File: src/rtl/core/gdmp_pkg.sv
// ----------------------------------------------------------------------------
// gdmp_pkg
// Shared constants, types and helpers for the gray / dither / mono packer.
// ----------------------------------------------------------------------------
package gdmp_pkg;

    localparam int MAX_WIDTH = 4096;
    localparam int COL_W     = $clog2(MAX_WIDTH);
    localparam int CNT_W     = COL_W + 1;
    localparam int IW_W      = 13;
    localparam int CMP_W     = (CNT_W > IW_W) ? CNT_W : IW_W;

    // output format codes; codes 1 and 3 both give gray bytes
    localparam logic [1:0] FMT_RGB  = 2'd0;
    localparam logic [1:0] FMT_MONO = 2'd2;

    // configuration register indexes
    localparam logic [1:0] CFG_OUT_FORMAT  = 2'd0;
    localparam logic [1:0] CFG_DIFFUSE     = 2'd1;
    localparam logic [1:0] CFG_IMAGE_WIDTH = 2'd2;

    // q0.16 luma weights
    localparam logic [13:0] GRAY_WR = 14'd13763;
    localparam logic [15:0] GRAY_WG = 16'd47186;
    localparam logic [12:0] GRAY_WB = 13'd4588;

    localparam logic [7:0] MONO_THRESH = 8'd127;
    localparam logic [7:0] MSB_MASK    = 8'h80;

    // line store entry: shares known when column x is processed
    typedef struct packed {
        logic              row_last;
        logic signed [3:0] br;
        logic signed [6:0] bot;
    } line_a_t;

    // bottom-left share, written one column later
    typedef logic signed [5:0] line_b_t;

    typedef struct packed {
        logic signed [3:0] br;
        logic signed [6:0] bot;
        logic signed [5:0] bl;
    } shares_t;

    typedef struct packed {
        logic             valid;
        logic [COL_W-1:0] x;
        logic             last;
        logic             frame_start;
        logic             rd_ok;
    } px_ctrl_t;

    typedef struct packed {
        logic             a_en;
        logic [COL_W-1:0] a_addr;
        line_a_t          a_data;
        logic             b_en;
        logic [COL_W-1:0] b_addr;
        line_b_t          b_data;
    } line_wr_t;

    typedef struct packed {
        logic [7:0] byte0;
        logic [7:0] byte1;
        logic [7:0] byte2;
        logic [1:0] byte_count;
        logic       row_end;
    } result_t;

    // add a signed share to a pixel value and clamp to 0..255
    function automatic logic [7:0] sat_add(input logic [7:0] v, input logic signed [7:0] c);
        logic signed [9:0] s;
        s = $signed({2'b00, v}) + $signed({{2{c[7]}}, c});
        if (s[9])
            return 8'd0;
        else if (s[8])
            return 8'd255;
        else
            return s[7:0];
    endfunction

endpackage

File: src/rtl/core/gdmp_out_skid.sv
// ----------------------------------------------------------------------------
// gdmp_out_skid
// Output register with one skid entry toward the result stream.
// ----------------------------------------------------------------------------
module gdmp_out_skid (
    input  logic              clk,
    input  logic              rst_n,
    input  logic              push,
    input  gdmp_pkg::result_t push_data,
    input  logic              out_ready,
    output logic              out_valid,
    output gdmp_pkg::result_t out_data,
    output logic              skid_full
);
    import gdmp_pkg::*;

    logic    out_valid_reg, skid_valid_reg;
    result_t out_data_reg, skid_data_reg;

    always_ff @(posedge clk or negedge rst_n)
    begin
        if (!rst_n)
        begin
            out_valid_reg  <= 1'b0;
            skid_valid_reg <= 1'b0;
        end
        else if (skid_valid_reg)
        begin
            if (out_ready)
                skid_valid_reg <= 1'b0;
        end
        else if (push)
        begin
            if (!out_valid_reg || out_ready)
                out_valid_reg <= 1'b1;
            else
                skid_valid_reg <= 1'b1;
        end
        else if (out_ready)
            out_valid_reg <= 1'b0;
    end

    always_ff @(posedge clk)
    begin
        if (skid_valid_reg)
        begin
            if (out_ready)
                out_data_reg <= skid_data_reg;
        end
        else if (push)
        begin
            if (!out_valid_reg || out_ready)
                out_data_reg <= push_data;
            else
                skid_data_reg <= push_data;
        end
    end

    assign out_valid = out_valid_reg;
    assign out_data  = out_data_reg;
    assign skid_full = skid_valid_reg;

`ifndef SYNTH
    a_skid_behind_out: assert property (@(posedge clk) disable iff (!rst_n)
        skid_valid_reg |-> out_valid_reg)
        else $error("skid entry held without output item");
    a_stall_to_skid: assert property (@(posedge clk) disable iff (!rst_n)
        (push && out_valid_reg && !out_ready) |=> skid_valid_reg)
        else $error("stalled item not kept in skid entry");
`endif

endmodule

File: config.mk
export PLATFORM = sky130hd
export DESIGN_NAME = gdmp_out_skid
export DESIGN_NICKNAME = d
export VERILOG_FILES = /design/src/rtl/core/gdmp_pkg.sv /design/src/rtl/core/gdmp_out_skid.sv
export SDC_FILE = /design/constraint.sdc
export NUM_CORES = 1
export LEC_CHECK = 0
export BUFFER_PORTS_ARGS = -buffer_cell sky130_fd_sc_hd__buf_4
export CORE_ASPECT_RATIO = 0.7
export CORE_UTILIZATION = 46
export DETAILED_ROUTE_END_ITERATION = 12
export GPL_TIMING_DRIVEN = 1
export PLACE_DENSITY = 0.73
export SYNTH_ARGS = -nofsm -noshare
export SYNTH_HDL_FRONTEND = slang
export SYNTH_SLANG_ARGS = --single-unit
File: constraint.sdc
create_clock -name clk -period 1.72 [get_ports clk]
set_input_delay 0.344 -clock clk [delete_from_list [all_inputs] [get_ports clk]]
set_output_delay 0.344 -clock clk [all_outputs]
set_load 0.01 [all_outputs]
==> results of run 1 <==
-- repair_timing --
| item | CTS | global route |
|---|---|---|
| hold buffers | 1 | 0 |
| setup endpoints to repair | 0 | 1 |
| endpoints found under the hold margin | 2 | 0 |
| resized for setup | 0 | 0 |
| setup buffers | 0 | 1 |
-- cell families (layout without fill, tap and decap cells) --
kind of cell,after synthesis,in the layout,share of synthesized area
and+or+nand+nor,4,4,0.0120
AOI/OAI and AO/OA,3,3,0.0103
DFF,56,56,0.765
buffers and inverters,5,76,0.0304
muxes,27,27,0.182
-- synthesized netlist by cell type --
library cell  instances
mux2_4               25
and4bb_2              1
dfrtp_1               2
inv_1                 1
nor2_1                2
buf_12                2
a22o_1                1
buf_6                 2
edfxtp_1             54
o22a_1                1
mux2_2                2
a21oi_1               1
nand2b_1              1
-- layer usage --
metal  global-route usage  part of all wire  vias up
li1                     -                 -      510
met1                0.187              0.44      512
met2                0.258              0.47       46
met3               0.0539             0.082        2
met4               0.0291            0.0047        0
met5                    0                 0        -
-- where the power goes --
group	leakage, nW	switching (mW)	internal, mW
combinational	0.543	0.182	0.257
clock	0.0541	0.399	0.431
sequential	0.530	0.0345	1.63
total	1.13	0.616	2.31
-- placed cells by master (no fill, tap or decap), types with 2 or more instances in the layout --
cell type  instances
buf_4             65
clkbuf_8           5
edfxtp_1          54
mux2_2             2
mux2_4            25
nor2_1             2
-- worst max-delay path: stages (launching register included) --
cell	delay (ps)
dfrtp_2	380
buf_4	210
buf_4	250
mux2_2	360
-- final cells by class --
type,count,area (sq um),area share
inverters,1,3.75,0.00133
clock buffers,5,68.8,0.0244
flip-flops and latches,56,1670,0.593
multi-input cells,34,448,0.159
repair buffers,67,518,0.184
clock inverters,3,42.5,0.0151
well taps,55,68.8,0.0244
-- worst max-delay path by stage --
| stage | to | slack (ps) |
|---|---|---|
| 2_1_floorplan | skid_data_reg[0] | 20 |
| 3_3_place_gp | out_data[22] | 310 |
| 3_5_place_dp | out_data[22] | 260 |
| 4_1_cts | skid_full | 8 |
| 5_1_grt | out_data[22] | 230 |
| 6_report | out_data[22] | 280 |
==> flow_summary.json, run 1 <==
{
  "status": "finished with violations",
  "failed_checks": "DRC",
  "die_x_um": 84.4,
  "cp.arrival_ps": 1500,
  "ys_warn_count": 0,
  "grt_max_degree": 21,
  "slew_violations": 0,
  "vias": 1070,
  "clockRootBuffer": "clkbuf_8",
  "place_inst": 211,
  "required_ps": 1770,
  "holdPathEnd": "skid_full",
  "r2r-end": "out_data[22]",
  "yosysTopAreaCellShare": 0.742,
  "post_layout_nonfiller_instances": 221,
  "reg2reg_depth": 3,
  "area_growth_pct": 29.2,
  "grt_pass1_wl_um": 5490,
  "crit_start": "skid_full",
  "min_period_over_period": 0.838,
  "ant_nets": 0,
  "ys_ff_latch": 56,
  "gp_congestion": 0.626,
  "track_usage": 0.149,
  "portBuffers": 59,
  "dpl_cell_area_sq_um": 2690,
  "fin_area_sq_um": 2820,
  "fmax_ghz": 0.694,
  "rsz0062_at_grt": "no",
  "fin_hold_ws_ps": 216,
  "core_sq_um": 4450,
  "finClkSkew_ps": 5.53,
  "drtIter0Drc": 90,
  "cp-start-kind": "flop",
  "fin_ws_ps": 278,
  "totalWireLength_um": 3430,
  "row_count": 20,
  "max_cap_violations": 0,
  "cts_buffers": 5,
  "die_y_um": 59.7,
  "nFillCells": 336,
  "htree_levels": 2,
  "tightest_slew_ps": 208,
  "relSlewSlack": 0.862,
  "ys_types": 13,
  "finalSetupViolCount": 0,
  "dieArea_sq_um": 5030,
  "hold_viol_final": 0,
  "min_path_type": "input port to flop",
  "insertion_delay_ps": 300,
  "drt-wirelength-per-cell_um": 15.5,
  "synth_area_sq_um": 2180,
  "path_class": "flop to flop",
  "cts_tree": "yes",
  "start_util": 0.490,
  "min_delay_path_depth": 2,
  "grt_pass1_vias": 1109,
  "worst_setup_path_end_kind": "flop",
  "cts_sinks": 56,
  "pin_count": 60,
  "ir_drop_mv": 0.777,
  "syn_inst": 95,
  "dr.pass1.iters": 8,
  "final_core_util": 0.634,
  "cts_buffer_depth": 2,
  "grt_antenna_before_repair": 0,
  "yosysTopAreaCell": "edfxtp_1",
  "power_mw": 2.93,
  "fin_crit_ps": 1440,
  "path_max_fanout": 12,
  "clkTransAtPathRegs_ps": 90,
  "fin_setup_tns_ps": 0,
  "drc": 6,
  "ys_top_cells_by_area": "edfxtp_1 74%, mux2_4 17%, dfrtp_1 2.3%",
  "final_nets": 196,
  "hp-start": "out_ready",
  "vias_per_cell": 4.84,
  "p_leak_nw": 1.13,
  "synth.avg_cell_area_sq_um": 23.0,
  "r2r_start": "skid_full",
  "ys_seq_area_frac": 0.765,
  "drive_gt1_frac": 0.627,
  "p_per_area_nw_per_um2": 1040,
  "diodes": 0,
  "grt-ovfl-total": 0,
  "r2r_setup_slack_ps": 280,
  "syn_nets": 126,
  "place_ws_ps": 257
}
Power figures use the tool's default switching activity.
==> run 2: changes to the inputs <==
--- a/config.mk
+++ b/config.mk
@@ -5,12 +5,13 @@
 export SDC_FILE = /design/constraint.sdc
 export NUM_CORES = 1
 export LEC_CHECK = 0
+export ABC_AREA = 1
 export BUFFER_PORTS_ARGS = -buffer_cell sky130_fd_sc_hd__buf_4
 export CORE_ASPECT_RATIO = 0.7
-export CORE_UTILIZATION = 46
+export CORE_UTILIZATION = 51
 export DETAILED_ROUTE_END_ITERATION = 12
 export GPL_TIMING_DRIVEN = 1
-export PLACE_DENSITY = 0.73
+export PLACE_DENSITY = 0.77
 export SYNTH_ARGS = -nofsm -noshare
 export SYNTH_HDL_FRONTEND = slang
 export SYNTH_SLANG_ARGS = --single-unit
==> constraint.sdc (replaced) <==
create_clock -name clk -period 1.35 [get_ports clk]
set_input_delay 0.27 -clock clk [delete_from_list [all_inputs] [get_ports clk]]
set_output_delay 0.27 -clock clk [all_outputs]
set_load 0.01 [all_outputs]
==> flow_summary.json, run 2 <==
{
  "status": "finished, final reports clean",
  "fin_ws_ps": 0.703,
  "syn_nets": 191,
  "ir_drop_mv": 0.830,
  "min_delay_path_depth": 1,
  "cp_cell_sequence": "buf_6 -> nor2_4 -> nand2_2 -> nand2_4 -> clkbuf_16",
  "drt-wirelength-per-cell_um": 13.7,
  "syn_inst": 160,
  "rsz0062_at_grt": "yes",
  "synth-edff-count": 54,
  "synthFlopType": "edfxtp_1",
  "dp.final_hpwl_um": 2560,
  "diodes": 0,
  "grt_pass1_wl_um": 5860,
  "ys_top_cells_by_area": "edfxtp_1 76%, nand2_1 15%, dfrtp_1 2.3%",
  "p_leak_nw": 1.22,
  "totalWireLength_um": 3880,
  "min_period_over_period": 0.999,
  "cpLargestDelayFamily": "flip-flops",
  "final_common_cell": "nand2_1",
  "drtIter0Drc": 104,
  "finClkSkew_ps": 6.35,
  "gp_congestion": 0.787,
  "clockRootBuffer": "clkbuf_8",
  "cts_tree": "yes",
  "worstSetupPathDepth": 5,
  "required_ps": 1380,
  "r2r-end": "out_data[14]",
  "slew_violations": 0,
  "portBuffers": 59,
  "insertion_delay_ps": 310,
  "die_y_um": 56.1,
  "ys_warn_count": 0,
  "ys_top_cells_by_count": "84 x nand2_1, 54 x edfxtp_1, 6 x nand2_2",
  "nFillCells": 265,
  "htree_levels": 2,
  "pin_count": 60,
  "fin_crit_ps": 1350,
  "relSlewSlack": 0.856,
  "row_count": 19,
  "cp-start-kind": "flop",
  "fmax_ghz": 0.741,
  "core_sq_um": 3970,
  "final_core_util": 0.719,
  "synth_area_sq_um": 2140,
  "ant_nets": 0,
  "dieArea_sq_um": 4450,
  "layout_common_cells": "81 x nand2_1, 62 x buf_4, 54 x edfxtp_1, 8 x nand2_2",
  "dr.pass1.iters": 4,
  "grt_antenna_before_repair": 0,
  "grt_pass1_vias": 1234,
  "min_path_type": "input port to flop",
  "cts_sinks": 56,
  "ys_types": 11,
  "yosysTopAreaCell": "edfxtp_1",
  "critPathBufInv": 2,
  "worst_setup_path_end_kind": "flop",
  "slowest_delay_ps": 450,
  "grt_max_degree": 29,
  "area_growth_pct": 33.6,
  "vias_per_cell": 4.68,
  "path_max_fanout": 8,
  "postSynth.asyncResetShare": 0.0357,
  "p_per_area_nw_per_um2": 1380,
  "drc": 0,
  "track_usage": 0.185,
  "tightest_slew_ps": 216,
  "vias": 1328,
  "path_class": "flop to flop",
  "max_cap_violations": 0,
  "hold_viol_final": 0,
  "holdPathEnd": "skid_data_reg[5]",
  "r2r_start": "skid_full",
  "finalSetupViolCount": 0,
  "power_mw": 3.94,
  "cp_slowest_cell": "dfrtp_2",
  "grt-ovfl-total": 0,
  "ys_ff_latch": 56,
  "hp-start": "push_data[5]",
  "cp.arrival_ps": 1380,
  "cts_buffers": 5,
  "clkTransAtPathRegs_ps": 100,
  "reg2reg_depth": 5,
  "r2r_setup_slack_ps": 0.7,
  "start_util": 0.538,
  "drive_gt1_frac": 0.384,
  "synth.avg_cell_area_sq_um": 13.3,
  "cts_buffer_depth": 2,
  "die_x_um": 79.3,
  "ys_seq_area_frac": 0.783,
  "yosysMostFrequentCell": "nand2_1",
  "final_nets": 262,
  "yosysTopAreaCellShare": 0.759,
  "place_ws_ps": 75.9
}
## run 2: changes by cell type in the layout (fill, tap and decap cells not counted), sizes merged, moves of 2 or more
cell / change
buf: +2
mux2: -27
nand2: +90
inv: +3
clkinvlp: +2
## run 2: final cells by class
type	instances	area, sq um	area share
clock buffers	5	68.8	0.0241
inverters	5	30.0	0.0105
well taps	52	65.1	0.0228
flip-flops and latches	56	1670	0.586
clock inverters	3	18.8	0.00658
multi-input cells	93	385	0.135
repair buffers	70	612	0.214
## run 2: worst max path at each step
stage	endpoint	from	slack (ps)
floorplan	skid_data_reg[0]	skid_full	-40
global placement	out_data[16]	skid_full	140
detailed placement	out_data[0]	skid_full	80
CTS	skid_full	skid_full	20
global route	out_data[13]	skid_full	-40
finish	out_data[14]	skid_full	0.7
## run 2: where the power goes
part	internal [mW]	switching, mW
Clock	0.359	0.520
Combinational	0.411	0.432
Sequential	2.16	0.0627
Total	2.93	1.01
## run 2: what timing repair did
| action | 4_1_cts | 5_1_grt |
|---|---|---|
| endpoints found under the hold margin | 2 | 0 |
| buffers inserted | 1 | 2 |
| pin swaps | 0 | 2 |
| setup endpoints to repair | 1 | 16 |
| gates resized for setup | 3 | 3 |
| hold buffers | 1 | 0 |
| gates cloned | 0 | 1 |
## run 2: layer usage
| metal | up-vias | wire (um) | global-route usage |
|---|---|---|---|
| met4 | 0 | 39 | 0.0701 |
| met3 | 5 | 264 | 0.0492 |
| li1 | 669 | - | - |
| met5 | - | 0 | 0 |
| met1 | 605 | 1670 | 0.251 |
| met2 | 49 | 1910 | 0.287 |
## run 2: cells by family (layout without fill, tap and decap cells)
group | Yosys count | count (layout) | synth area share
DFF | 56 | 56 | 0.783
and+or+nand+nor | 93 | 93 | 0.171
buffers and inverters | 11 | 83 | 0.0463
## run 2: per-stage QoR
stage / area, sq um / setup TNS, ps / cells / hold WS [ps]
6_report: 2850 / 0 / 284 / 143
5_1_grt: 2850 / -1420 / 284 / 127
4_1_cts: 2800 / 0 / 281 / 138
3_5_place_dp: 2690 / 0 / 271 / 54.7
3_3_place_gp: 2690 / 0 / 271 / 54.1
2_1_floorplan: 2160 / -1190 / 160 / -25.6
