--- src/rtl/core/gdmp_pkg.sv ---
// ----------------------------------------------------------------------------
// gdmp_pkg
// Shared constants, types and helpers for the gray / dither / mono packer.
// ----------------------------------------------------------------------------
package gdmp_pkg;

    localparam int MAX_WIDTH = 4096;
    localparam int COL_W     = $clog2(MAX_WIDTH);
    localparam int CNT_W     = COL_W + 1;
    localparam int IW_W      = 13;
    localparam int CMP_W     = (CNT_W > IW_W) ? CNT_W : IW_W;

    // output format codes; codes 1 and 3 both give gray bytes
    localparam logic [1:0] FMT_RGB  = 2'd0;
    localparam logic [1:0] FMT_MONO = 2'd2;

    // configuration register indexes
    localparam logic [1:0] CFG_OUT_FORMAT  = 2'd0;
    localparam logic [1:0] CFG_DIFFUSE     = 2'd1;
    localparam logic [1:0] CFG_IMAGE_WIDTH = 2'd2;

    // q0.16 luma weights
    localparam logic [13:0] GRAY_WR = 14'd13763;
    localparam logic [15:0] GRAY_WG = 16'd47186;
    localparam logic [12:0] GRAY_WB = 13'd4588;

    localparam logic [7:0] MONO_THRESH = 8'd127;
    localparam logic [7:0] MSB_MASK    = 8'h80;

    // line store entry: shares known when column x is processed
    typedef struct packed {
        logic              row_last;
        logic signed [3:0] br;
        logic signed [6:0] bot;
    } line_a_t;

    // bottom-left share, written one column later
    typedef logic signed [5:0] line_b_t;

    typedef struct packed {
        logic signed [3:0] br;
        logic signed [6:0] bot;
        logic signed [5:0] bl;
    } shares_t;

    typedef struct packed {
        logic             valid;
        logic [COL_W-1:0] x;
        logic             last;
        logic             frame_start;
        logic             rd_ok;
    } px_ctrl_t;

    typedef struct packed {
        logic             a_en;
        logic [COL_W-1:0] a_addr;
        line_a_t          a_data;
        logic             b_en;
        logic [COL_W-1:0] b_addr;
        line_b_t          b_data;
    } line_wr_t;

    typedef struct packed {
        logic [7:0] byte0;
        logic [7:0] byte1;
        logic [7:0] byte2;
        logic [1:0] byte_count;
        logic       row_end;
    } result_t;

    // add a signed share to a pixel value and clamp to 0..255
    function automatic logic [7:0] sat_add(input logic [7:0] v, input logic signed [7:0] c);
        logic signed [9:0] s;
        s = $signed({2'b00, v}) + $signed({{2{c[7]}}, c});
        if (s[9])
            return 8'd0;
        else if (s[8])
            return 8'd255;
        else
            return s[7:0];
    endfunction

endpackage

--- src/rtl/core/gdmp_err_loop.sv ---
// ----------------------------------------------------------------------------
// gdmp_err_loop
// Diffusion step, threshold, share generation and mono bit packing.
// ----------------------------------------------------------------------------
module gdmp_err_loop (
    input  logic               clk,
    input  logic               rst_n,
    input  logic               adv,
    input  gdmp_pkg::px_ctrl_t s2_ctrl,
    input  logic [7:0]         gray,
    input  logic [7:0]         red,
    input  logic [7:0]         green,
    input  logic [7:0]         blue,
    input  gdmp_pkg::shares_t  shares,
    input  logic [1:0]         out_format,
    input  logic               diffuse,
    output gdmp_pkg::line_wr_t wr,
    output logic               res_valid,
    output gdmp_pkg::result_t  result
);
    import gdmp_pkg::*;

    logic signed [6:0] right_error_reg, re;
    logic signed [3:0] br_carry_reg, brc;
    logic [7:0]        pack_reg, pb, packed_byte;
    logic [2:0]        pos_reg, pos;

    logic              mono, rgb, on, bit_on, emit;
    logic [7:0]        v1, v2, v3, v4, v;
    logic [8:0]        diff;
    logic signed [7:0] err;
    logic signed [10:0] err_x, p7, p5, p3;
    logic signed [6:0] s7, s5;
    logic signed [5:0] s3;
    logic signed [3:0] s1;
    logic              step;

    always_comb
    begin
        mono = (out_format == FMT_MONO);
        rgb  = (out_format == FMT_RGB);
        on   = mono && diffuse;
        re   = s2_ctrl.frame_start ? '0 : right_error_reg;
        brc  = s2_ctrl.frame_start ? '0 : br_carry_reg;
        pb   = s2_ctrl.frame_start ? '0 : pack_reg;
        pos  = s2_ctrl.frame_start ? '0 : pos_reg;

        // clamp after every addition, above-row shares first
        v1 = sat_add(gray, {{4{shares.br[3]}}, shares.br});
        v2 = sat_add(v1, {shares.bot[6], shares.bot});
        v3 = sat_add(v2, {{2{shares.bl[5]}}, shares.bl});
        v4 = sat_add(v3, {re[6], re});
        v  = on ? v4 : gray;

        bit_on = (v > MONO_THRESH);
        diff   = {1'b0, v} - 9'd255;
        if (!on)
            err = '0;
        else if (bit_on)
            err = diff[7:0];
        else
            err = v;

        err_x = {{3{err[7]}}, err};
        p7    = err_x * 11'sd7;
        p5    = err_x * 11'sd5;
        p3    = err_x * 11'sd3;
        // floor shifts by four
        s7    = p7[10:4];
        s5    = p5[10:4];
        s3    = p3[9:4];
        s1    = err[7:4];

        wr.a_en   = s2_ctrl.valid;
        wr.a_addr = s2_ctrl.x;
        wr.a_data = '{row_last: s2_ctrl.last, br: brc, bot: s5};
        wr.b_en   = s2_ctrl.valid && (s2_ctrl.x != '0);
        wr.b_addr = s2_ctrl.x - COL_W'(1);
        wr.b_data = s3;

        packed_byte = pb | (bit_on ? (MSB_MASK >> pos) : 8'h00);
        emit        = !mono || (pos == 3'd7) || s2_ctrl.last;
        res_valid   = s2_ctrl.valid && emit;

        priority if (rgb)
            result.byte0 = red;
        else if (mono)
            result.byte0 = packed_byte;
        else
            result.byte0 = gray;
        result.byte1      = rgb ? green : 8'h00;
        result.byte2      = rgb ? blue : 8'h00;
        result.byte_count = rgb ? 2'd3 : 2'd1;
        result.row_end    = s2_ctrl.last;

        step = adv && s2_ctrl.valid;
    end

    always_ff @(posedge clk or negedge rst_n)
    begin
        if (!rst_n)
        begin
            right_error_reg <= '0;
            br_carry_reg    <= '0;
            pack_reg        <= '0;
            pos_reg         <= '0;
        end
        else if (step)
        begin
            right_error_reg <= s2_ctrl.last ? '0 : s7;
            br_carry_reg    <= s2_ctrl.last ? '0 : s1;
            if (emit)
            begin
                pack_reg <= '0;
                pos_reg  <= '0;
            end
            else
            begin
                pack_reg <= packed_byte;
                pos_reg  <= pos + 3'd1;
            end
        end
    end

`ifndef SYNTH
    a_row_end_clears: assert property (@(posedge clk) disable iff (!rst_n)
        (step && s2_ctrl.last) |=> (right_error_reg == '0 && br_carry_reg == '0))
        else $error("row end left carried error");
    a_packer_idle: assert property (@(posedge clk) disable iff (!rst_n)
        (step && !mono) |=> (pos_reg == '0 && pack_reg == '0))
        else $error("packer not cleared outside mono mode");
`endif

endmodule

--- config.mk ---
export PLATFORM = sky130hd
export DESIGN_NAME = gdmp_err_loop
export DESIGN_NICKNAME = d
export VERILOG_FILES = /design/src/rtl/core/gdmp_pkg.sv /design/src/rtl/core/gdmp_err_loop.sv
export SDC_FILE = /design/constraint.sdc
export NUM_CORES = 1
export LEC_CHECK = 0
export BUFFER_PORTS_ARGS = -buffer_cell sky130_fd_sc_hd__buf_2
export CAP_MARGIN = 30
export CORE_MARGIN = 5
export CORE_UTILIZATION = 58
export DETAILED_ROUTE_END_ITERATION = 7
export GPL_TIMING_DRIVEN = 0
export HOLD_SLACK_MARGIN = 0.08
export PLACE_DENSITY = 0.87
export SYNTH_ARGS = -nofsm -noshare
export SYNTH_HDL_FRONTEND = slang
export SYNTH_SLANG_ARGS = --single-unit
--- constraint.sdc ---
create_clock -name clk -period 25.4 [get_ports clk]
set_input_delay 2.54 -clock clk [delete_from_list [all_inputs] [get_ports clk]]
set_output_delay 2.54 -clock clk [all_outputs]
set_load 0.02 [all_outputs]
==> results of run 1 <==
placed cells by master (no fill, tap or decap), drive strengths merged, types with 7 or more instances in the layout:
cell / Yosys / routed
buf: 21 / 161
ha: 72 / 72
a21oi: 64 / 64
nand2: 50 / 50
o21ai: 45 / 45
inv: 39 / 39
xnor2: 36 / 36
nor2: 34 / 34
nor2b: 27 / 27
xor2: 23 / 23
dfrtp: 22 / 22
and2: 19 / 19
a21o: 18 / 18
clkbuf: 10 / 14
nor3: 12 / 12
nand3: 11 / 11
fa: 10 / 10
nand2b: 8 / 8
a22o: 8 / 8
o21bai: 7 / 7
worst max-delay path: cells and delay by family:
kind	cells	cell delay, ps
buffers and inverters	6	630
and+or+nand+nor	13	1430
adders and majority gates	11	3140
AOI/OAI and AO/OA	25	4550
xor gates and xnor gates	5	2070
power by group through the flow:
stage,sequential (W),clock (W),combinational (W)
3_5_place_dp,0.0000380,0,0.000192
5_1_grt,0.0000375,0.0000269,0.000217
2_1_floorplan,0.0000377,0,0.000147
6_report,0.0000373,0.0000255,0.000196
4_1_cts,0.0000373,0.0000253,0.000194
3_3_place_gp,0.0000379,0,0.000186
metal layers:
| metal | global-route usage [%] | up-vias | share of wire, % |
|---|---|---|---|
| met1 | 33.7 | 2212 | 42 |
| li1 | - | 2347 | - |
| met2 | 48.0 | 131 | 52 |
| met5 | 0 | - | 0 |
| met3 | 2.10 | 17 | 5.0 |
| met4 | 4.62 | 0 | 1.2 |
synth_stat cells, types with 10 or more instances:
cell type	n	share of area (%)
a21o_1	18	2.9
nor2b_1	26	3.5
and2_1	19	2.6
nor3_1	12	1.3
nor2_1	34	2.7
inv_1	38	3.1
a21oi_1	62	6.7
xnor2_1	36	6.8
o21ai_0	43	4.6
nand3_1	11	1.2
ha_1	72	19
dfrtp_1	22	12
nand2_1	48	3.9
buf_4	20	3.2
clkbuf_1	10	0.81
fa_1	10	4.3
xor2_1	22	4.1
per-stage QoR:
stage / hold WS, ps / power [W] / worst slack (ps) / area (um2) / util [%]
6_report: 485 / 0.000258 / 8490 / 5540 / 71.3
2_1_floorplan: 442 / 0.000185 / 10280 / 4660 / -
5_1_grt: 510 / 0.000281 / 7370 / 5540 / 71.3
3_5_place_dp: 470 / 0.000230 / 8590 / 5490 / 70.6
3_3_place_gp: 456 / 0.000224 / 9080 / 5490 / 70.6
4_1_cts: 488 / 0.000256 / 8570 / 5540 / 71.3
cell families after synthesis:
group,count (synthesis)
muxes,2
adders and majority gates,82
and+or+nand+nor,182
other,1
DFF,22
AOI/OAI and AO/OA,173
xor gates and xnor gates,60
buffers and inverters,70
final timing paths:
path	start	to	slack, ps
setup / recovery	gray[0]	wr[5]	8490
setup reg to reg	right_error_reg[6]$_DFFE_PN0P_	right_error_reg[5]$_DFFE_PN0P_	19040
min in group asynchronous	rst_n	pack_reg[7]$_DFFE_PN0P_	2230
hold / removal	pack_reg[3]$_DFFE_PN0P_	pack_reg[3]$_DFFE_PN0P_	490
hold reg to reg	pack_reg[3]$_DFFE_PN0P_	pack_reg[3]$_DFFE_PN0P_	490
max in group asynchronous	rst_n	br_carry_reg[2]$_DFFE_PN0P_	22830
area by class of cell:
cell class	count	share of cell area [%]
Multi-Input combinational cell	500	68.0
Timing Repair Buffer	140	12.6
Sequential cell	22	9.94
Buffer	31	3.46
Inverter	39	2.69
Tap cell	102	2.30
Clock buffer	4	0.994
==> impl_metrics.json, run 1 <==
{
  "status": "finished clean",
  "synth_edf_count": 0,
  "synth_area_um2": 4660,
  "power_frac_comb_pct": 75.7,
  "leakage_nw": 3.07,
  "die_area_um2": 9920,
  "drt-vias-per-instance": 5.62,
  "cts_root_buffer": "clkbuf_8",
  "gp_congestion": 0.978,
  "arrival_ps": 14370,
  "regArea_um2": 551,
  "drt_first_pass_iters": 5,
  "worstMarginPinSlew_ps": 747,
  "cp-start-kind": "primary input",
  "cts.sinks": 22,
  "grt_start_max_net_pins": 23,
  "nets": 890,
  "antenna_cells": 0,
  "relSlewSlack_pct": 49.9,
  "dp_hpwl_um": 11200,
  "multi_input_area_um2": 3770,
  "setup_violations": 0,
  "cts_hold_buf": 0,
  "finalSetupTns_ps": 0,
  "crit_top_cell": "a21oi_1",
  "fill_cells": 644,
  "seq_power_share_pct": 14.5,
  "path_max_fanout": 10,
  "synth-seq-cells": 22,
  "die_w_um": 99.6,
  "initialDrtViolationCount": 260,
  "p_int_w": 0.000131,
  "period_share_pct": 66.6,
  "vdd_drop_max_mv": 0.0436,
  "routed_wl_um": 13100,
  "final_cells": 838,
  "crit_path_end_kind": "primary output",
  "pin_count": 143,
  "synth_top_family_by_area": "compound AO/OA/AOI/OAI gates",
  "synth_async_sr_flop_share_pct": 100,
  "syn_nets": 745,
  "clock_latency_ps": 270,
  "hold_viol": 0,
  "io_buffer_count": 140,
  "cts_tree": "done",
  "min_path_cells": 2,
  "yosys_warnings": 0,
  "core_um2": 7770,
  "synth_xor_area_share_pct": 11.8,
  "rsz0062_at_grt": "no",
  "largest_reg_flops": 8,
  "drv_cap": 0,
  "cts-buffers-inserted": 3,
  "clk_pin_slew_ps": 80,
  "synth_cell_types": 66,
  "crit_type": "in -> out",
  "grt_pass1_vias": 4709,
  "fmax_mhz": 59.1,
  "cts_max_level": 1,
  "synthSimpleGateAreaFrac_pct": 20.5,
  "overflow": 0,
  "rows": 32,
  "max-clock-path-buffers": 2,
  "timing.hold.worst.class": "reg -> reg",
  "grt_usage_pct": 26.1,
  "synthMuxAreaShare_pct": 0.430,
  "synthCells": 592,
  "initial_utilization_pct": 60.0,
  "grt_first_pass_wirelength_um": 21700,
  "synth_ff_type": "dfrtp_1",
  "synth-compound-area-share_pct": 24.4,
  "synthAdderAreaFrac_pct": 23.6,
  "dp_cells": 834,
  "cp.required_ps": 22860,
  "post_cts_resized": 0,
  "finClkSkew_ps": 5.72,
  "rr_worst_depth": 24,
  "ys_seq_area_share_pct": 11.8,
  "postSynthAreaPerCell_um2": 7.87,
  "p_per_area_nw_per_um2": 46.6,
  "drive_gt1_share_pct": 25.7,
  "slowest_delay_ps": 580,
  "post_cts_buffers": 0,
  "area_delta_synth_final_pct": 19.0,
  "drc": 0,
  "wire_per_inst_um": 15.6,
  "p_clk_share_pct": 9.9,
  "die_h_um": 99.6,
  "slew_viol_final": 0,
  "p_sw_w": 0.000127,
  "dr_total_vias": 4707,
  "period_needed_ps": 16910,
  "final_antenna_net_count": 0,
  "antenna_found_initial": 0,
  "crit_slowest_cell": "xnor2_1",
  "swShare_pct": 49.3
}
Power figures use the tool's default switching activity.
==> run 2, diff against run 1 <==
Settings changed: ABC_AREA set to 1, CORE_UTILIZATION 58 to 49, PLACE_DENSITY 0.87 to 0.77.
Clock period 25.4 ns to 14.76 ns, I/O delays scaled along.
==> impl_metrics.json, run 2 <==
{
  "crit_path_end_kind": "primary output",
  "dp_hpwl_um": 9750,
  "antenna_cells": 0,
  "timing.hold.worst.class": "reg -> reg",
  "yosysTopAreaCell": "ha_1",
  "final_cell_mix": "buf_2, inv_1, nand2_1",
  "slowest_delay_ps": 470,
  "slew_viol_final": 0,
  "nets": 1015,
  "cts_root_buffer": "clkbuf_8",
  "finClkSkew_ps": 3.52,
  "cp-start-kind": "primary input",
  "ys_seq_area_share_pct": 11.3,
  "cts_tree": "done",
  "synthTopCellsByArea": "ha_1, dfrtp_1, inv_1, nand2_1, xor2_1",
  "synth_edf_count": 0,
  "cp.required_ps": 13280,
  "synth_ff_type": "dfrtp_1",
  "yosysTopAreaCellShare_pct": 18.5,
  "p_per_area_nw_per_um2": 70.3,
  "core_um2": 9730,
  "period_share_pct": 89.9,
  "final_antenna_net_count": 0,
  "relSlewSlack_pct": 45.8,
  "syn_nets": 871,
  "hold_viol": 0,
  "drt-vias-per-instance": 4.89,
  "ff2ff_setup_slack_ps": 9450,
  "final_core_util_pct": 59.7,
  "path_max_fanout": 8,
  "critPathLaunch": "gray[0]",
  "crit_type": "in -> out",
  "vdd_drop_max_mv": 0.0486,
  "synthCells": 718,
  "fmax_mhz": 75.3,
  "initial_utilization_pct": 50.0,
  "die_h_um": 110,
  "fin_area_um2": 5810,
  "worstMarginPinSlew_ps": 809,
  "die_area_um2": 12000,
  "area_delta_synth_final_pct": 19.3,
  "drt_first_pass_iters": 5,
  "period_needed_ps": 13270,
  "synth_cell_types": 46,
  "postSynthAreaPerCell_um2": 6.78,
  "setup_violations": 0,
  "die_w_um": 110,
  "postPlaceCellArea_um2": 5730,
  "routed_wl_um": 11200,
  "yosys_warnings": 0,
  "cts-buffers-inserted": 3,
  "rr_worst_depth": 31,
  "dr_total_vias": 4856,
  "cts_max_level": 1,
  "arrival_ps": 11800,
  "finalSetupTns_ps": 0,
  "status": "finished clean",
  "drive_gt1_share_pct": 26.8,
  "drv_cap": 0,
  "dp_cells": 990,
  "gp_congestion": 0.865,
  "io_buffer_count": 139,
  "clk_pin_slew_ps": 80,
  "rows": 36,
  "cp-endpoint": "wr[5]",
  "overflow": 0,
  "synth_area_um2": 4870,
  "fin_total_pwr_w": 0.000408,
  "final_common_cell": "buf_2",
  "synth_async_sr_flop_share_pct": 100,
  "pin_count": 143,
  "antenna_found_initial": 0,
  "clock_latency_ps": 260,
  "netlist_top_cells_count": "inv_1, nand2_1, ha_1",
  "grt_usage_pct": 19.2,
  "max-clock-path-buffers": 2,
  "cts.sinks": 22,
  "leakage_nw": 3.38,
  "initialDrtViolationCount": 193,
  "wire_per_inst_um": 11.3,
  "rsz0062_at_grt": "no",
  "grt_first_pass_wirelength_um": 19500,
  "grt_start_max_net_pins": 23,
  "largest_reg_flops": 8,
  "final_cells": 994,
  "r2r-end": "right_error_reg[5]$_DFFE_PN0P_",
  "yosysMostFrequentCell": "inv_1",
  "crit_slowest_cell": "xor2_1",
  "grt_pass1_vias": 4680,
  "crit_top_cell": "nand2_1",
  "synth-seq-cells": 22,
  "drc": 0,
  "r2r_start": "right_error_reg[0]$_DFFE_PN0P_"
}
==> run 2: changes by cell type after synthesis, moves of 17 or more <==
cell     delta
and2_1     -19
a21o_1     -18
nand2_1    +67
nand2_2    +17
nor2_1     +37
nor2b_1    -26
o21ai_0    -22
inv_1      +96
xnor2_1    -20
==> run 2: power breakdown <==
group / internal (W) / total, W / switching [W]
logic: 0.000111 / 0.000289 / 0.000178
clock network: 0.0000362 / 0.0000562 / 0.0000199
registers: 0.0000620 / 0.0000625 / 0.000000464
total: 0.000209 / 0.000408 / 0.000199
==> run 2: final cells by class <==
| type | instances | area [um2] |
|---|---|---|
| tap | 133 | 166 |
| sequential | 22 | 551 |
| multi-input combinational | 530 | 3610 |
| clock inverter | 1 | 30.0 |
| timing repair buffer | 139 | 696 |
| clock buffer | 3 | 41.3 |
| fill | 984 | 3920 |
| inverter | 141 | 537 |
| buffer | 25 | 180 |
==> run 2: timing repair <==
item / in CTS / in global routing
buffers inserted: 0 / 0
resized for setup: 0 / 1
endpoints found under the setup margin: 0 / 1
hold buffers: 0 / 0
==> run 2: worst min-delay path by stage <==
stage,to,cells past startpoint,startpoint
6_report,pack_reg[4]$_DFFE_PN0P_,2,pack_reg[4]$_DFFE_PN0P_
5_1_grt,pack_reg[4]$_DFFE_PN0P_,2,pack_reg[4]$_DFFE_PN0P_
4_1_cts,pack_reg[4]$_DFFE_PN0P_,2,pack_reg[4]$_DFFE_PN0P_
3_5_place_dp,br_carry_reg[2]$_DFFE_PN0P_,2,br_carry_reg[2]$_DFFE_PN0P_
3_3_place_gp,pack_reg[0]$_DFFE_PN0P_,2,pack_reg[0]$_DFFE_PN0P_
2_1_floorplan,pack_reg[0]$_DFFE_PN0P_,2,pack_reg[0]$_DFFE_PN0P_
==> run 2: stage by stage <==
stage               hold WS (ps)  setup WS, ps
global route                 522          91.8
detailed placement           479          1350
floorplan                    454          2720
CTS                          499          1320
finish                       495          1490
global placement             473          1490
==> run 2: layer usage <==
| metal | GRT usage, % | vias to the layer above | wire length (um) |
|---|---|---|---|
| li1 | - | 2567 | - |
| met1 | 24.1 | 2150 | 4990 |
| met2 | 36.4 | 133 | 5430 |
| met3 | 1.94 | 6 | 743 |
| met4 | 2.05 | 0 | 75 |
| met5 | 0 | - | 0 |
==> run 2: kinds of logic (layout without fill, tap and decap cells) <==
group | count (synthesis) | after routing | share of synthesized area (%)
other | 1 | 1 | 0.0770
adder cells (fa/ha/maj) | 82 | 82 | 22.6
AND/OR/NAND/NOR | 278 | 278 | 28.0
AO/OA/AOI/OAI | 122 | 122 | 14.8
buffers and inverters | 166 | 309 | 14.7
flip-flops | 22 | 22 | 11.3
XOR/XNOR | 47 | 47 | 8.46
==> run 2: critical path, delay by kind of cell <==
kind            cells  cell delay [ps]
compound gates     17             2700
xor+xnor            4             1250
fa+ha+maj           9             2710
buf+inv             9              830
simple gates       29             2800
