<file path="config.mk">
export PLATFORM = sky130hd
export DESIGN_NAME = gdmp_pixel_front
export DESIGN_NICKNAME = d
export VERILOG_FILES = /design/src/rtl/core/gdmp_pkg.sv /design/src/rtl/core/gdmp_pixel_front.sv
export SDC_FILE = /design/constraint.sdc
export NUM_CORES = 1
export LEC_CHECK = 0
export BUFFER_PORTS_ARGS = -buffer_cell sky130_fd_sc_hd__buf_2
export CAP_MARGIN = 20
export CORE_MARGIN = 4
export CORE_UTILIZATION = 40
export DETAILED_ROUTE_END_ITERATION = 10
export SYNTH_ARGS = -nofsm -noshare
export SYNTH_HDL_FRONTEND = slang
export SYNTH_SLANG_ARGS = --single-unit
</file>
<file path="constraint.sdc">
create_clock -name clk -period 4 [get_ports clk]
set_clock_uncertainty 0.2 [all_clocks]
set_input_delay 0.4 -clock clk [delete_from_list [all_inputs] [get_ports clk]]
set_output_delay 0.4 -clock clk [all_outputs]
set_load 0.02 [all_outputs]
</file>
<file path="src/rtl/core/gdmp_pkg.sv">
// ----------------------------------------------------------------------------
// gdmp_pkg
// Shared constants, types and helpers for the gray / dither / mono packer.
// ----------------------------------------------------------------------------
package gdmp_pkg;

    localparam int MAX_WIDTH = 4096;
    localparam int COL_W     = $clog2(MAX_WIDTH);
    localparam int CNT_W     = COL_W + 1;
    localparam int IW_W      = 13;
    localparam int CMP_W     = (CNT_W > IW_W) ? CNT_W : IW_W;

    // output format codes; codes 1 and 3 both give gray bytes
    localparam logic [1:0] FMT_RGB  = 2'd0;
    localparam logic [1:0] FMT_MONO = 2'd2;

    // configuration register indexes
    localparam logic [1:0] CFG_OUT_FORMAT  = 2'd0;
    localparam logic [1:0] CFG_DIFFUSE     = 2'd1;
    localparam logic [1:0] CFG_IMAGE_WIDTH = 2'd2;

    // q0.16 luma weights
    localparam logic [13:0] GRAY_WR = 14'd13763;
    localparam logic [15:0] GRAY_WG = 16'd47186;
    localparam logic [12:0] GRAY_WB = 13'd4588;

    localparam logic [7:0] MONO_THRESH = 8'd127;
    localparam logic [7:0] MSB_MASK    = 8'h80;

    // line store entry: shares known when column x is processed
    typedef struct packed {
        logic              row_last;
        logic signed [3:0] br;
        logic signed [6:0] bot;
    } line_a_t;

    // bottom-left share, written one column later
    typedef logic signed [5:0] line_b_t;

    typedef struct packed {
        logic signed [3:0] br;
        logic signed [6:0] bot;
        logic signed [5:0] bl;
    } shares_t;

    typedef struct packed {
        logic             valid;
        logic [COL_W-1:0] x;
        logic             last;
        logic             frame_start;
        logic             rd_ok;
    } px_ctrl_t;

    typedef struct packed {
        logic             a_en;
        logic [COL_W-1:0] a_addr;
        line_a_t          a_data;
        logic             b_en;
        logic [COL_W-1:0] b_addr;
        line_b_t          b_data;
    } line_wr_t;

    typedef struct packed {
        logic [7:0] byte0;
        logic [7:0] byte1;
        logic [7:0] byte2;
        logic [1:0] byte_count;
        logic       row_end;
    } result_t;

    // add a signed share to a pixel value and clamp to 0..255
    function automatic logic [7:0] sat_add(input logic [7:0] v, input logic signed [7:0] c);
        logic signed [9:0] s;
        s = $signed({2'b00, v}) + $signed({{2{c[7]}}, c});
        if (s[9])
            return 8'd0;
        else if (s[8])
            return 8'd255;
        else
            return s[7:0];
    endfunction

endpackage

</file>
<file path="src/rtl/core/gdmp_pixel_front.sv">
// ----------------------------------------------------------------------------
// gdmp_pixel_front
// Column and fill tracking at the input, luma products and the gray sum.
// ----------------------------------------------------------------------------
module gdmp_pixel_front (
    input  logic                      clk,
    input  logic                      rst_n,
    input  logic                      adv,
    input  logic                      in_valid,
    input  logic [7:0]                red,
    input  logic [7:0]                green,
    input  logic [7:0]                blue,
    input  logic                      frame_start,
    input  logic [12:0]               image_width,
    output logic [gdmp_pkg::COL_W-1:0] rd_x,
    output gdmp_pkg::px_ctrl_t        s1_ctrl,
    output gdmp_pkg::px_ctrl_t        s2_ctrl,
    output logic [7:0]                s2_gray,
    output logic [7:0]                s2_red,
    output logic [7:0]                s2_green,
    output logic [7:0]                s2_blue
);
    import gdmp_pkg::*;

    logic [COL_W-1:0] column_reg, column_next;
    logic [CNT_W-1:0] fill_reg, fill_next;
    logic [COL_W-1:0] x_in;
    logic [CNT_W-1:0] fill_base, x_cnt;
    logic [CMP_W-1:0] iw_ext, w_eff, x_plus;
    logic             last_in, rd_ok_in, acc;

    px_ctrl_t s1_ctrl_reg, s2_ctrl_reg;
    logic [21:0] prod_r_reg;
    logic [23:0] prod_g_reg;
    logic [20:0] prod_b_reg;
    logic [7:0]  s1_red_reg, s1_green_reg, s1_blue_reg;
    logic [7:0]  s2_red_reg, s2_green_reg, s2_blue_reg, s2_gray_reg;
    logic [23:0] gray_sum;

    always_comb
    begin
        iw_ext = CMP_W'(image_width);
        priority if (iw_ext == '0)
            w_eff = CMP_W'(1);
        else if (iw_ext > CMP_W'(MAX_WIDTH))
            w_eff = CMP_W'(MAX_WIDTH);
        else
            w_eff = iw_ext;

        x_in      = frame_start ? '0 : column_reg;
        fill_base = frame_start ? '0 : fill_reg;
        x_plus    = CMP_W'(x_in) + CMP_W'(1);
        last_in   = (x_plus >= w_eff);
        // entries at or above the fill count were not written in this frame
        rd_ok_in  = !frame_start && (CNT_W'(x_in) < fill_reg);

        x_cnt       = CNT_W'(x_in) + CNT_W'(1);
        fill_next   = (x_cnt > fill_base) ? x_cnt : fill_base;
        column_next = last_in ? '0 : x_in + COL_W'(1);
        acc         = adv && in_valid;
        gray_sum    = 24'(prod_r_reg) + prod_g_reg + 24'(prod_b_reg);
    end

    always_ff @(posedge clk or negedge rst_n)
    begin
        if (!rst_n)
        begin
            column_reg  <= '0;
            fill_reg    <= '0;
            s1_ctrl_reg <= '0;
            s2_ctrl_reg <= '0;
        end
        else
        begin
            if (acc)
            begin
                column_reg <= column_next;
                fill_reg   <= fill_next;
            end
            if (adv)
            begin
                s1_ctrl_reg <= '{valid: in_valid, x: x_in, last: last_in,
                                 frame_start: frame_start, rd_ok: rd_ok_in};
                s2_ctrl_reg <= s1_ctrl_reg;
            end
        end
    end

    always_ff @(posedge clk)
    begin
        if (adv)
        begin
            prod_r_reg   <= 22'(red) * 22'(GRAY_WR);
            prod_g_reg   <= 24'(green) * 24'(GRAY_WG);
            prod_b_reg   <= 21'(blue) * 21'(GRAY_WB);
            s1_red_reg   <= red;
            s1_green_reg <= green;
            s1_blue_reg  <= blue;
            s2_gray_reg  <= gray_sum[23:16];
            s2_red_reg   <= s1_red_reg;
            s2_green_reg <= s1_green_reg;
            s2_blue_reg  <= s1_blue_reg;
        end
    end

    assign rd_x     = x_in;
    assign s1_ctrl  = s1_ctrl_reg;
    assign s2_ctrl  = s2_ctrl_reg;
    assign s2_gray  = s2_gray_reg;
    assign s2_red   = s2_red_reg;
    assign s2_green = s2_green_reg;
    assign s2_blue  = s2_blue_reg;

`ifndef SYNTH
    a_column_in_fill: assert property (@(posedge clk) disable iff (!rst_n)
        CNT_W'(column_reg) <= fill_reg)
        else $error("column ahead of line store fill count");
`endif

endmodule

</file>
==> impl_metrics.csv, run 1 <==
group,metric,value,unit
synth,async_reset_ff_frac,0.3314,
cts,root_buffer,"clkbuf_16",
route,remaining_drc_errors,0,
floorplanning,start_util,0.4061,
critical_path,critPathKind,"input port to register",
critical_path,endpoint_kind,"register",
sta,drv_slew,0,
cts,clockBufferDepth,2,
route,wirelength,28950,um
critical_path,worstSetupEndpoint,"prod_b_reg[18]",
synth,synth_edf_count,115,
cts,clk_pin_slew,70,ps
critical_path,worst_ep_required_time,3990,ps
final_layout,largest_reg_flops,22,
floorplanning,num_rows,65,
critical_path,r2r-end,"fill_reg[10]",
synth,yosysSeqAreaShare,0.3808,
pwr,leakage,7.894,nW
synth,syn_area,12810,um2
sta,setup_viol,0,
place,gp_congestion,0.8505,
synth,synth_top_cell_by_area,"edfxtp_1",
route,post_drt_wl_per_cell,16.39,um
place,hpwl,23390,um
floorplanning,die-area,34960,um2
critical_path,path_cells,"buf_8 > fa_1 > inv_2 > fa_1 > fa_1 > fa_1 > inv_2 > ha_4 > inv_4 > nor2_4 > a311o_1 > a31oi_2 > or3_4 > a31oi_4 > xor2_1",
synth,synthDominantCellAreaShare,0.2695,
sta,slew_headroom,0.6261,
status,status,"complete, no violations",
sta,fin_ws,9.182,ps
final_layout,instances_no_fill,1766,
synth,ys.flop_type,"edfxtp_1",
route,drtIter0Drc,286,
critical_path,critPathArrivalTime,3980,ps
sta,fmax,250.6,MHz
min_path,hold_class,"input port to register",
sta,period_minus_slack,3991,ps
route,vias,8881,
run,drv_cap,0,
final_layout,fillCellCount,2824,
final_layout,multi_input_area,7699,um2
cts,cts_sinks,172,
final_layout,seq_area,4880,um2
sta,final.period_utilization,0.9977,
cts,htreeDepth,4,
route,via_per_inst,5.029,
final_layout,layout_common_cells,"ha_1, buf_4, inv_1",
synth,ys_seq_elements,172,
critical_path,slowest_delay,560,ps
global_route,grt_pass1_wl,47810,um
place,numPortBuffers,117,
critical_path,critical_path.startpoint,"blue[3]",
critical_path,crit_slowest_cell,"fa_1",
cts,cts_tree,"built",
critical_path,cp-start-kind,"input port",
final_layout,area_delta_synth_final,25.67,%
floorplanning,io_pins,118,
synth,synthTopCellsByArea,"edfxtp_1, ha_1, fa_1",
route,postRouteAntennaNets,0,
floorplanning,die_height,187.0,um
pwr,pwr_density_cell,611.4,nW/um2
global_route,grt_start_max_net_pins,88,
final_layout,fin_util,0.5103,
place,placed_area,15290,um2
synth,syn-instance-count,1058,
global_route,track_usage,0.1692,
sta,worst_pin_slew,557.5,ps
critical_path,crit_fanout,3,
critical_path,ff2ff_setup_slack,420,ps
route,firstDrtPassIters,5,
pwr,finalPower,9.845,mW
sta,fin_setup_tns,0,ps
pwr,ir_drop,0.3804,mV
final_layout,final_area,16100,um2
critical_path,crit_path_frequent_cell,"fa_1",
synth,synth_cell_types,57,
cts,cts_buffers,17,
global_route,antenna_found_initial,0,
synth,syn_area_per_cell,12.11,um2
floorplanning,coreArea,31560,um2
sta,rsz0062_at_grt,"true",
final_layout,nets,1694,
final_layout,antennaDiodeCount,0,
global_route,first_global_vias,9336,
global_route,grt-ovfl-total,0,
sta,hold_ws,32.18,ps
final_layout,drive_gt1_frac,0.2881,
place,place_ws,-482.5,ps
synth,syn-num-nets,1401,
place,dp.cells,1727,
synth,yosys_warnings,0,
final_layout,final_common_cell,"ha_1",
critical_path,timing.rr.start,"column_reg[2]",
sta,hold_viol_final,0,
cts,insertion_delay,440,ps
critical_path,ff2ff_path_depth,12,
floorplanning,die-width,187.0,um
power by group:
part	internal, mW	switching (mW)	leakage, nW
registers	2.53	0.218	1.90
logic	2.59	2.78	5.69
clock network	0.888	0.841	0.302
total	6.01	3.84	7.89
worst min-delay path by stage:
stage / start / end / slack, ps / depth (start not counted)
after global placement: s1_red_reg[3] / s2_red[3] / 200 / 0
after global routing: green[7] / s1_green_reg[7] / 6 / 1
after CTS: green[7] / s1_green_reg[7] / 10 / 1
after detailed placement: s1_green_reg[4] / s2_green[4] / 200 / 0
final: green[7] / s1_green_reg[7] / 30 / 1
after floorplan: rst_n / column_reg[0] / -100 / 0
cells in the mapped netlist (2+ instances only):
cell,number
a211o_1,2
a211oi_1,6
a21o_1,31
a21oi_1,53
a221o_1,2
a221oi_1,5
a22o_1,24
a311o_1,2
a31oi_1,9
and2_1,5
and3_1,7
and4_1,2
buf_1,3
clkbuf_1,8
dfrtp_1,57
edfxtp_1,115
fa_1,80
ha_1,221
inv_1,125
mux2_2,29
nand2_1,40
nand2b_1,20
nand3_1,15
nand4_1,9
nor2_1,27
nor2b_1,16
nor3_1,6
nor4_1,7
o21a_1,4
o21ai_0,28
o21bai_1,6
o31ai_1,2
or2_2,3
or3_1,2
xnor2_1,36
xor2_1,30
what timing repair did:
action,CTS,global route
setup buffers,0,2
endpoints found under the setup margin,0,23
hold buffers,5,0
hold endpoints to repair,26,0
gates resized for setup,0,27
cell families after synthesis:
| family | share of synthesized area |
|---|---|
| muxes | 0.02549 |
| buffers and inverters | 0.04023 |
| and+or+nand+nor | 0.06669 |
| DFF | 0.3808 |
| AOI/OAI and AO/OA | 0.1009 |
| adders and majority gates | 0.3408 |
| xor gates and xnor gates | 0.04511 |
layer usage:
layer / global-route usage / wire (um)
met1: 0.2166 / 13040
met3: 0.03341 / 1140
met2: 0.2946 / 14360
met4: 0.04522 / 410
met5: 0 / 0
final cells by class:
type                       instances  area share
multi-input combinational        749      0.4781
sequential                       172      0.3030
timing repair buffer             286      0.1201
tap                              402     0.03124
inverter                         125     0.02929
clock buffer                      18     0.02797
clock inverter                    14     0.01026
critical path: cells and delay by family:
kind	cells	cell delay, ps
AOI/OAI and AO/OA	3	420
adders and majority gates	5	2340
buffers and inverters	4	230
xor gates and xnor gates	1	90
and+or+nand+nor	2	500
Power figures use the tool's default switching activity.
==> inputs of run 2 (changes only) <==
--- a/config.mk
+++ b/config.mk
@@ -10,6 +10,9 @@
 export CORE_MARGIN = 4
 export CORE_UTILIZATION = 40
 export DETAILED_ROUTE_END_ITERATION = 10
+export HOLD_SLACK_MARGIN = 0.02
+export MAX_ROUTING_LAYER = met4
 export SYNTH_ARGS = -nofsm -noshare
 export SYNTH_HDL_FRONTEND = slang
 export SYNTH_SLANG_ARGS = --single-unit
+export TNS_END_PERCENT = 20
==> run 2 against run 1 <==
Against the previous run:
- utilization decreased by 0.11 points
- sequential cell count did not move
- hold slack improved by 9.6 ps
- register-to-register slack got worse by 90 ps
- critical endpoint is now prod_g_reg[23]
- largest cell class unchanged
- total power is 0.89% lower
- design area is 0.22% lower
- sequential share of layout area is 0.066 points higher
- fmax up 0.37%
- via count up 0.56%
- sequential power is essentially flat
- final cell count increased by 0.23%
==> impl_metrics.csv, run 2 (synthesis results as in run 1) <==
group,metric,value,unit
status,status,"complete, no violations",
critical_path,crit_slowest_cell,"fa_1",
route,post_drt_wl_per_cell,16.10,um
critical_path,cpLargestDelayFamily,"adder cells",
route,vias,8931,
place,hpwl,22820,um
cts,insertion_delay,440,ps
final_layout,fin_util,0.5092,
pwr,leakage,7.916,nW
floorplanning,io_pins,118,
sta,fin_ws,23.89,ps
global_route,grt-busiest-layer,"met2",
global_route,grt-ovfl-total,0,
floorplanning,coreArea,31560,um2
place,place_ws,-518.7,ps
place,gp_congestion,0.8561,
sta,hold_ws,41.83,ps
global_route,grtUsageMet2,0.2840,
floorplanning,num_rows,65,
global_route,first_global_vias,9397,
global_route,grt_start_max_net_pins,92,
sta,final.period_utilization,0.9940,
pwr,ir_drop,0.5313,mV
route,via_per_inst,5.046,
critical_path,worst_ep_required_time,4010,ps
min_path,hold_class,"input port to register",
sta,rsz0062_at_grt,"true",
global_route,track_usage,0.1719,
critical_path,endpoint_kind,"register",
final_layout,area_delta_synth_final,25.40,%
final_layout,final_common_cell,"ha_1",
final_layout,nets,1699,
pwr,pwr_density_cell,607.3,nW/um2
cts,clk_pin_slew,80,ps
global_route,antenna_found_initial,0,
final_layout,fillCellCount,2826,
sta,fmax,251.5,MHz
sta,setup_viol,0,
sta,worst_pin_slew,890.7,ps
global_route,grt_pass1_wl,47370,um
route,postRouteAntennaNets,0,
final_layout,final_area,16070,um2
critical_path,path_cells,"clkbuf_4 > ha_4 > ha_1 > inv_1 > fa_1 > fa_1 > inv_1 > ha_4 > and2_0 > a31o_4 > a2111oi_4 > a21oi_2 > a311o_1 > a21o_1 > xor2_1",
final_layout,layout_common_cells,"ha_1, buf_4, inv_1",
pwr,finalPower,9.757,mW
floorplanning,die-width,187.0,um
global_route,use_met1,0.2215,
critical_path,critPathArrivalTime,3980,ps
cts,clockBufferDepth,2,
critical_path,cp-start-kind,"input port",
critical_path,path_buf_inv,3,
final_layout,drive_gt1_frac,0.2858,
route,wirelength,28500,um
cts,root_buffer,"clkbuf_16",
route,remaining_drc_errors,0,
run,drv_cap,0,
sta,hold_viol_final,0,
sta,slew_headroom,0.4062,
floorplanning,die-area,34960,um2
final_layout,largest_reg_flops,22,
cts,cts_sinks,172,
cts,cts_tree,"built",
place,numPortBuffers,117,
floorplanning,die_height,187.0,um
critical_path,crit_fanout,5,
global_route,use_met3,0.03098,
cts,htreeDepth,4,
final_layout,antennaDiodeCount,0,
route,drtIter0Drc,336,
sta,period_minus_slack,3976,ps
critical_path,critPathKind,"input port to register",
critical_path,slowest_delay,540,ps
route,firstDrtPassIters,5,
floorplanning,start_util,0.4061,
place,placed_area,15240,um2
cts,cts_buffers,17,
sta,drv_slew,0,
[run 2: cell types whose count changed in the layout (fill, tap and decap cells not counted), sizes merged]
cell         delta
clkbuf          +3
clkinv          -2
dlygate4sd3     -2
clkinvlp        +1
buf             +9
inv             -5
[run 2: cell type report]
| cell class | instances | area (um2) | share of cell area |
|---|---|---|---|
| clock buffer | 23 | 531.8 | 0.03309 |
| clock inverter | 8 | 68.82 | 0.004283 |
| inverter | 125 | 471.7 | 0.02936 |
| multi-input combinational | 749 | 7659 | 0.4766 |
| sequential | 172 | 4880 | 0.3037 |
| tap | 402 | 503.0 | 0.03130 |
| timing repair buffer | 291 | 1954 | 0.1216 |
[run 2: repair_timing]
item,CTS,global route
hold buffers,3,0
endpoints found under the setup margin,1,27
pin swaps,1,19
hold endpoints to repair,40,0
setup buffers,0,3
gates resized for setup,0,31
[run 2: report_power, final]
| group | internal (mW) | switching [mW] | total [mW] |
|---|---|---|---|
| combinational | 2.61 | 2.74 | 5.35 |
| clock | 0.949 | 0.734 | 1.68 |
| sequential | 2.53 | 0.197 | 2.73 |
| total | 6.09 | 3.67 | 9.76 |
[run 2: layer usage]
metal	share of wire	routed length [um]
met1	0.47	13260
met2	0.49	13900
met3	0.034	974
met4	0.013	368
met5	0	0
[run 2: stage by stage]
step           TNS [ps]  std cells
6_report              0       1770
5_1_grt          -222.5       1770
4_1_cts               0       1767
3_5_place_dp      -7457       1733
3_3_place_gp      -6953       1733
2_1_floorplan     -1188       1058
[run 2: worst paths after layout]
check / start / end / slack (ps) / cells after the start
min in group asynchronous: rst_n / fill_reg[2] / 430 / 2
min: red[1] / s1_red_reg[1] / 40 / 1
max in group asynchronous: rst_n / s1_ctrl[6] / 2380 / 3
max reg2reg: column_reg[1] / fill_reg[11] / 330 / 12
max: green[2] / prod_g_reg[23] / 20 / 15
min reg2reg: s1_red_reg[1] / s2_red[1] / 220 / 0
==> inputs of run 3 (changes only) <==
--- a/config.mk
+++ b/config.mk
@@ -5,13 +5,15 @@
 export SDC_FILE = /design/constraint.sdc
 export NUM_CORES = 1
 export LEC_CHECK = 0
+export ABC_AREA = 1
 export BUFFER_PORTS_ARGS = -buffer_cell sky130_fd_sc_hd__buf_2
 export CAP_MARGIN = 20
 export CORE_MARGIN = 4
-export CORE_UTILIZATION = 40
+export CORE_UTILIZATION = 67
 export DETAILED_ROUTE_END_ITERATION = 10
 export HOLD_SLACK_MARGIN = 0.02
 export MAX_ROUTING_LAYER = met4
+export PLACE_DENSITY = 0.88
 export SYNTH_ARGS = -nofsm -noshare
 export SYNTH_HDL_FRONTEND = slang
 export SYNTH_SLANG_ARGS = --single-unit
==> constraint.sdc (replaced) <==
create_clock -name clk -period 4.75 [get_ports clk]
set_clock_uncertainty 0.2 [all_clocks]
set_input_delay 0.475 -clock clk [delete_from_list [all_inputs] [get_ports clk]]
set_output_delay 0.475 -clock clk [all_outputs]
set_load 0.02 [all_outputs]
==> run 3 against run 2 <==
Against the previous run:
- final cell count is 12% higher
- synthesized cell count rose by 49%
- largest power group unchanged
- critical path depth rose by 2
- non-clock buffer count fell by 165
- area after synthesis up 11%
- worst setup slack better by 530 ps
==> impl_metrics.csv, run 3 <==
group,metric,value,unit
floorplanning,die-width,153.6,um
sta,drv_slew,0,
route,wirelength,34550,um
synth,yosys_warnings,0,
synth,synthTopCellsByArea,"edfxtp_1, ha_1, fa_1",
critical_path,crit_fanout,6,
floorplanning,start_util,0.6906,
cts,cts_tree,"built",
global_route,grt-ovfl-total,0,
cts,cts_buffers,17,
synth,syn-instance-count,1578,
synth,synthDominantCellAreaShare,0.2432,
sta,setup_viol,0,
min_path,hold_class,"input port to register",
floorplanning,die-area,23590,um2
critical_path,critPathArrivalTime,4190,ps
sta,hold_viol_final,0,
final_layout,nets,2049,
route,firstDrtPassIters,6,
synth,syn_area_per_cell,8.998,um2
synth,synth_cell_types,40,
route,remaining_drc_errors,0,
min_path,hold_depth,1,
place,gp_congestion,0.9714,
synth,syn-num-nets,1921,
cts,clk_pin_slew,70,ps
synth,ys.flop_type,"edfxtp_1",
critical_path,timing.rr.start,"column_reg[1]",
synth,synth_top_cell_by_area,"edfxtp_1",
global_route,track_usage,0.3099,
status,status,"complete, no violations",
route,vias,11662,
synth,synth_edf_count,115,
sta,final.period_utilization,0.8828,
route,via_per_inst,5.863,
final_layout,final_common_cell,"nand2_1",
final_layout,largest_reg_flops,22,
critical_path,cp-start-kind,"input port",
min_path,hold_end,"s1_blue_reg[3]",
critical_path,critPathKind,"input port to register",
synth,async_reset_ff_frac,0.3314,
route,postRouteAntennaNets,0,
pwr,pwr_density_cell,576.8,nW/um2
cts,root_buffer,"clkbuf_16",
global_route,grt_start_max_net_pins,58,
pwr,ir_drop,0.4102,mV
global_route,first_global_vias,11780,
cts,htreeDepth,4,
global_route,grt_pass1_wl,57750,um
floorplanning,io_pins,118,
pwr,leakage,8.318,nW
cts,cts_sinks,172,
route,post_drt_wl_per_cell,17.37,um
cts,ctsResizeCount,0,
critical_path,worst_ep_required_time,4750,ps
final_layout,drive_gt1_frac,0.1070,
critical_path,ff2ff_setup_slack,890,ps
synth,synthTopCellsByCount,"nand2_1, inv_1, ha_1",
synth,ys_seq_elements,172,
global_route,antenna_found_initial,0,
sta,fmax,238.5,MHz
critical_path,ff2ff_path_depth,16,
sta,fin_setup_tns,0,ps
sta,rsz0062_at_grt,"false",
cts,insertion_delay,450,ps
place,hpwl,26410,um
final_layout,antennaDiodeCount,0,
floorplanning,num_rows,52,
route,drtIter0Drc,931,
sta,worst_pin_slew,725.9,ps
synth,synth_most_common_cell,"nand2_1",
place,numPortBuffers,117,
floorplanning,die_height,153.6,um
final_layout,area_delta_synth_final,10.87,%
floorplanning,coreArea,20560,um2
synth,yosysSeqAreaShare,0.3437,
sta,period_minus_slack,4193,ps
critical_path,endpoint_kind,"register",
min_path,hp-start,"blue[3]",
cts,clockBufferDepth,2,
run,drv_cap,0,
critical_path,r2r-end,"column_reg[2]",
sta,slew_headroom,0.5161,
synth,syn_area,14200,um2
final_layout,layout_common_cells,"nand2_1, inv_1, ha_1",
sta,hold_ws,109.0,ps
## run 3: how the worst max path moves through the flow
stage	startpoint	endpoint	slack (ps)
after detailed placement	blue[2]	prod_b_reg[15]	120
after global placement	blue[2]	prod_b_reg[19]	240
after floorplan	blue[2]	prod_b_reg[19]	550
after CTS	blue[2]	prod_b_reg[15]	580
final	blue[2]	prod_b_reg[15]	560
after global routing	blue[2]	prod_b_reg[15]	320
## run 3: routing by layer
layer | vias up | wire, um | GRT usage | part of all wire
met2 | 561 | 17260 | 0.5189 | 0.50
met5 | - | 0 | - | 0
li1 | 5483 | - | - | -
met1 | 5500 | 13300 | 0.3808 | 0.38
met4 | 0 | 1296 | 0.1148 | 0.038
met3 | 118 | 2696 | 0.05312 | 0.078
## run 3: timing repair
item                      CTS  global route
setup buffers               0             0
hold buffers                1             0
hold endpoints to repair   57             0
## run 3: cell families after synthesis
group | count (synthesis) | synth area share
and+or+nand+nor | 644 | 0.1898
adders and majority gates | 301 | 0.3075
buffers and inverters | 255 | 0.06935
DFF | 172 | 0.3437
AOI/OAI and AO/OA | 167 | 0.06503
xor gates and xnor gates | 39 | 0.02459
## run 3: report_power, final
| group | total [mW] | switching [mW] | internal (mW) |
|---|---|---|---|
| combinational | 5.28 | 3.38 | 1.90 |
| clock | 1.43 | 0.709 | 0.718 |
| sequential | 2.38 | 0.232 | 2.14 |
| total | 9.08 | 4.32 | 4.76 |
## run 3: cell type report
class / count / area [um2]
inverter: 238 / 893.4
clock inverter: 15 / 201.4
clock buffer: 17 / 425.4
timing repair buffer: 126 / 670.6
sequential: 172 / 4880
multi-input combinational: 1151 / 8334
tap: 270 / 337.8
fill: 1347 / 4817
## run 3: through the flow
step / cells / utilization / total power, mW / setup slack (ps) / cell area, um2
2_1_floorplan: 1578 / - / 6.149 / 553.2 / 14200
3_3_place_gp: 1955 / 0.7338 / 7.229 / 236.9 / 15090
3_5_place_dp: 1955 / 0.7338 / 7.491 / 119.8 / 15090
4_1_cts: 1988 / 0.7647 / 9.013 / 579.0 / 15720
5_1_grt: 1989 / 0.7657 / 9.912 / 319.8 / 15740
6_report: 1989 / 0.7657 / 9.080 / 556.6 / 15740
## run 3: critical path: stages
cell      delay [ps]
buf_2            160
fa_1             540
inv_1             70
fa_1             480
inv_1             50
fa_1             510
inv_1             60
fa_1             520
inv_1             40
ha_1             340
a21oi_1          170
a21boi_0         410
nor2_1            90
nand3_1          100
nand2_1           60
nand2_1           60
nand2_1           50
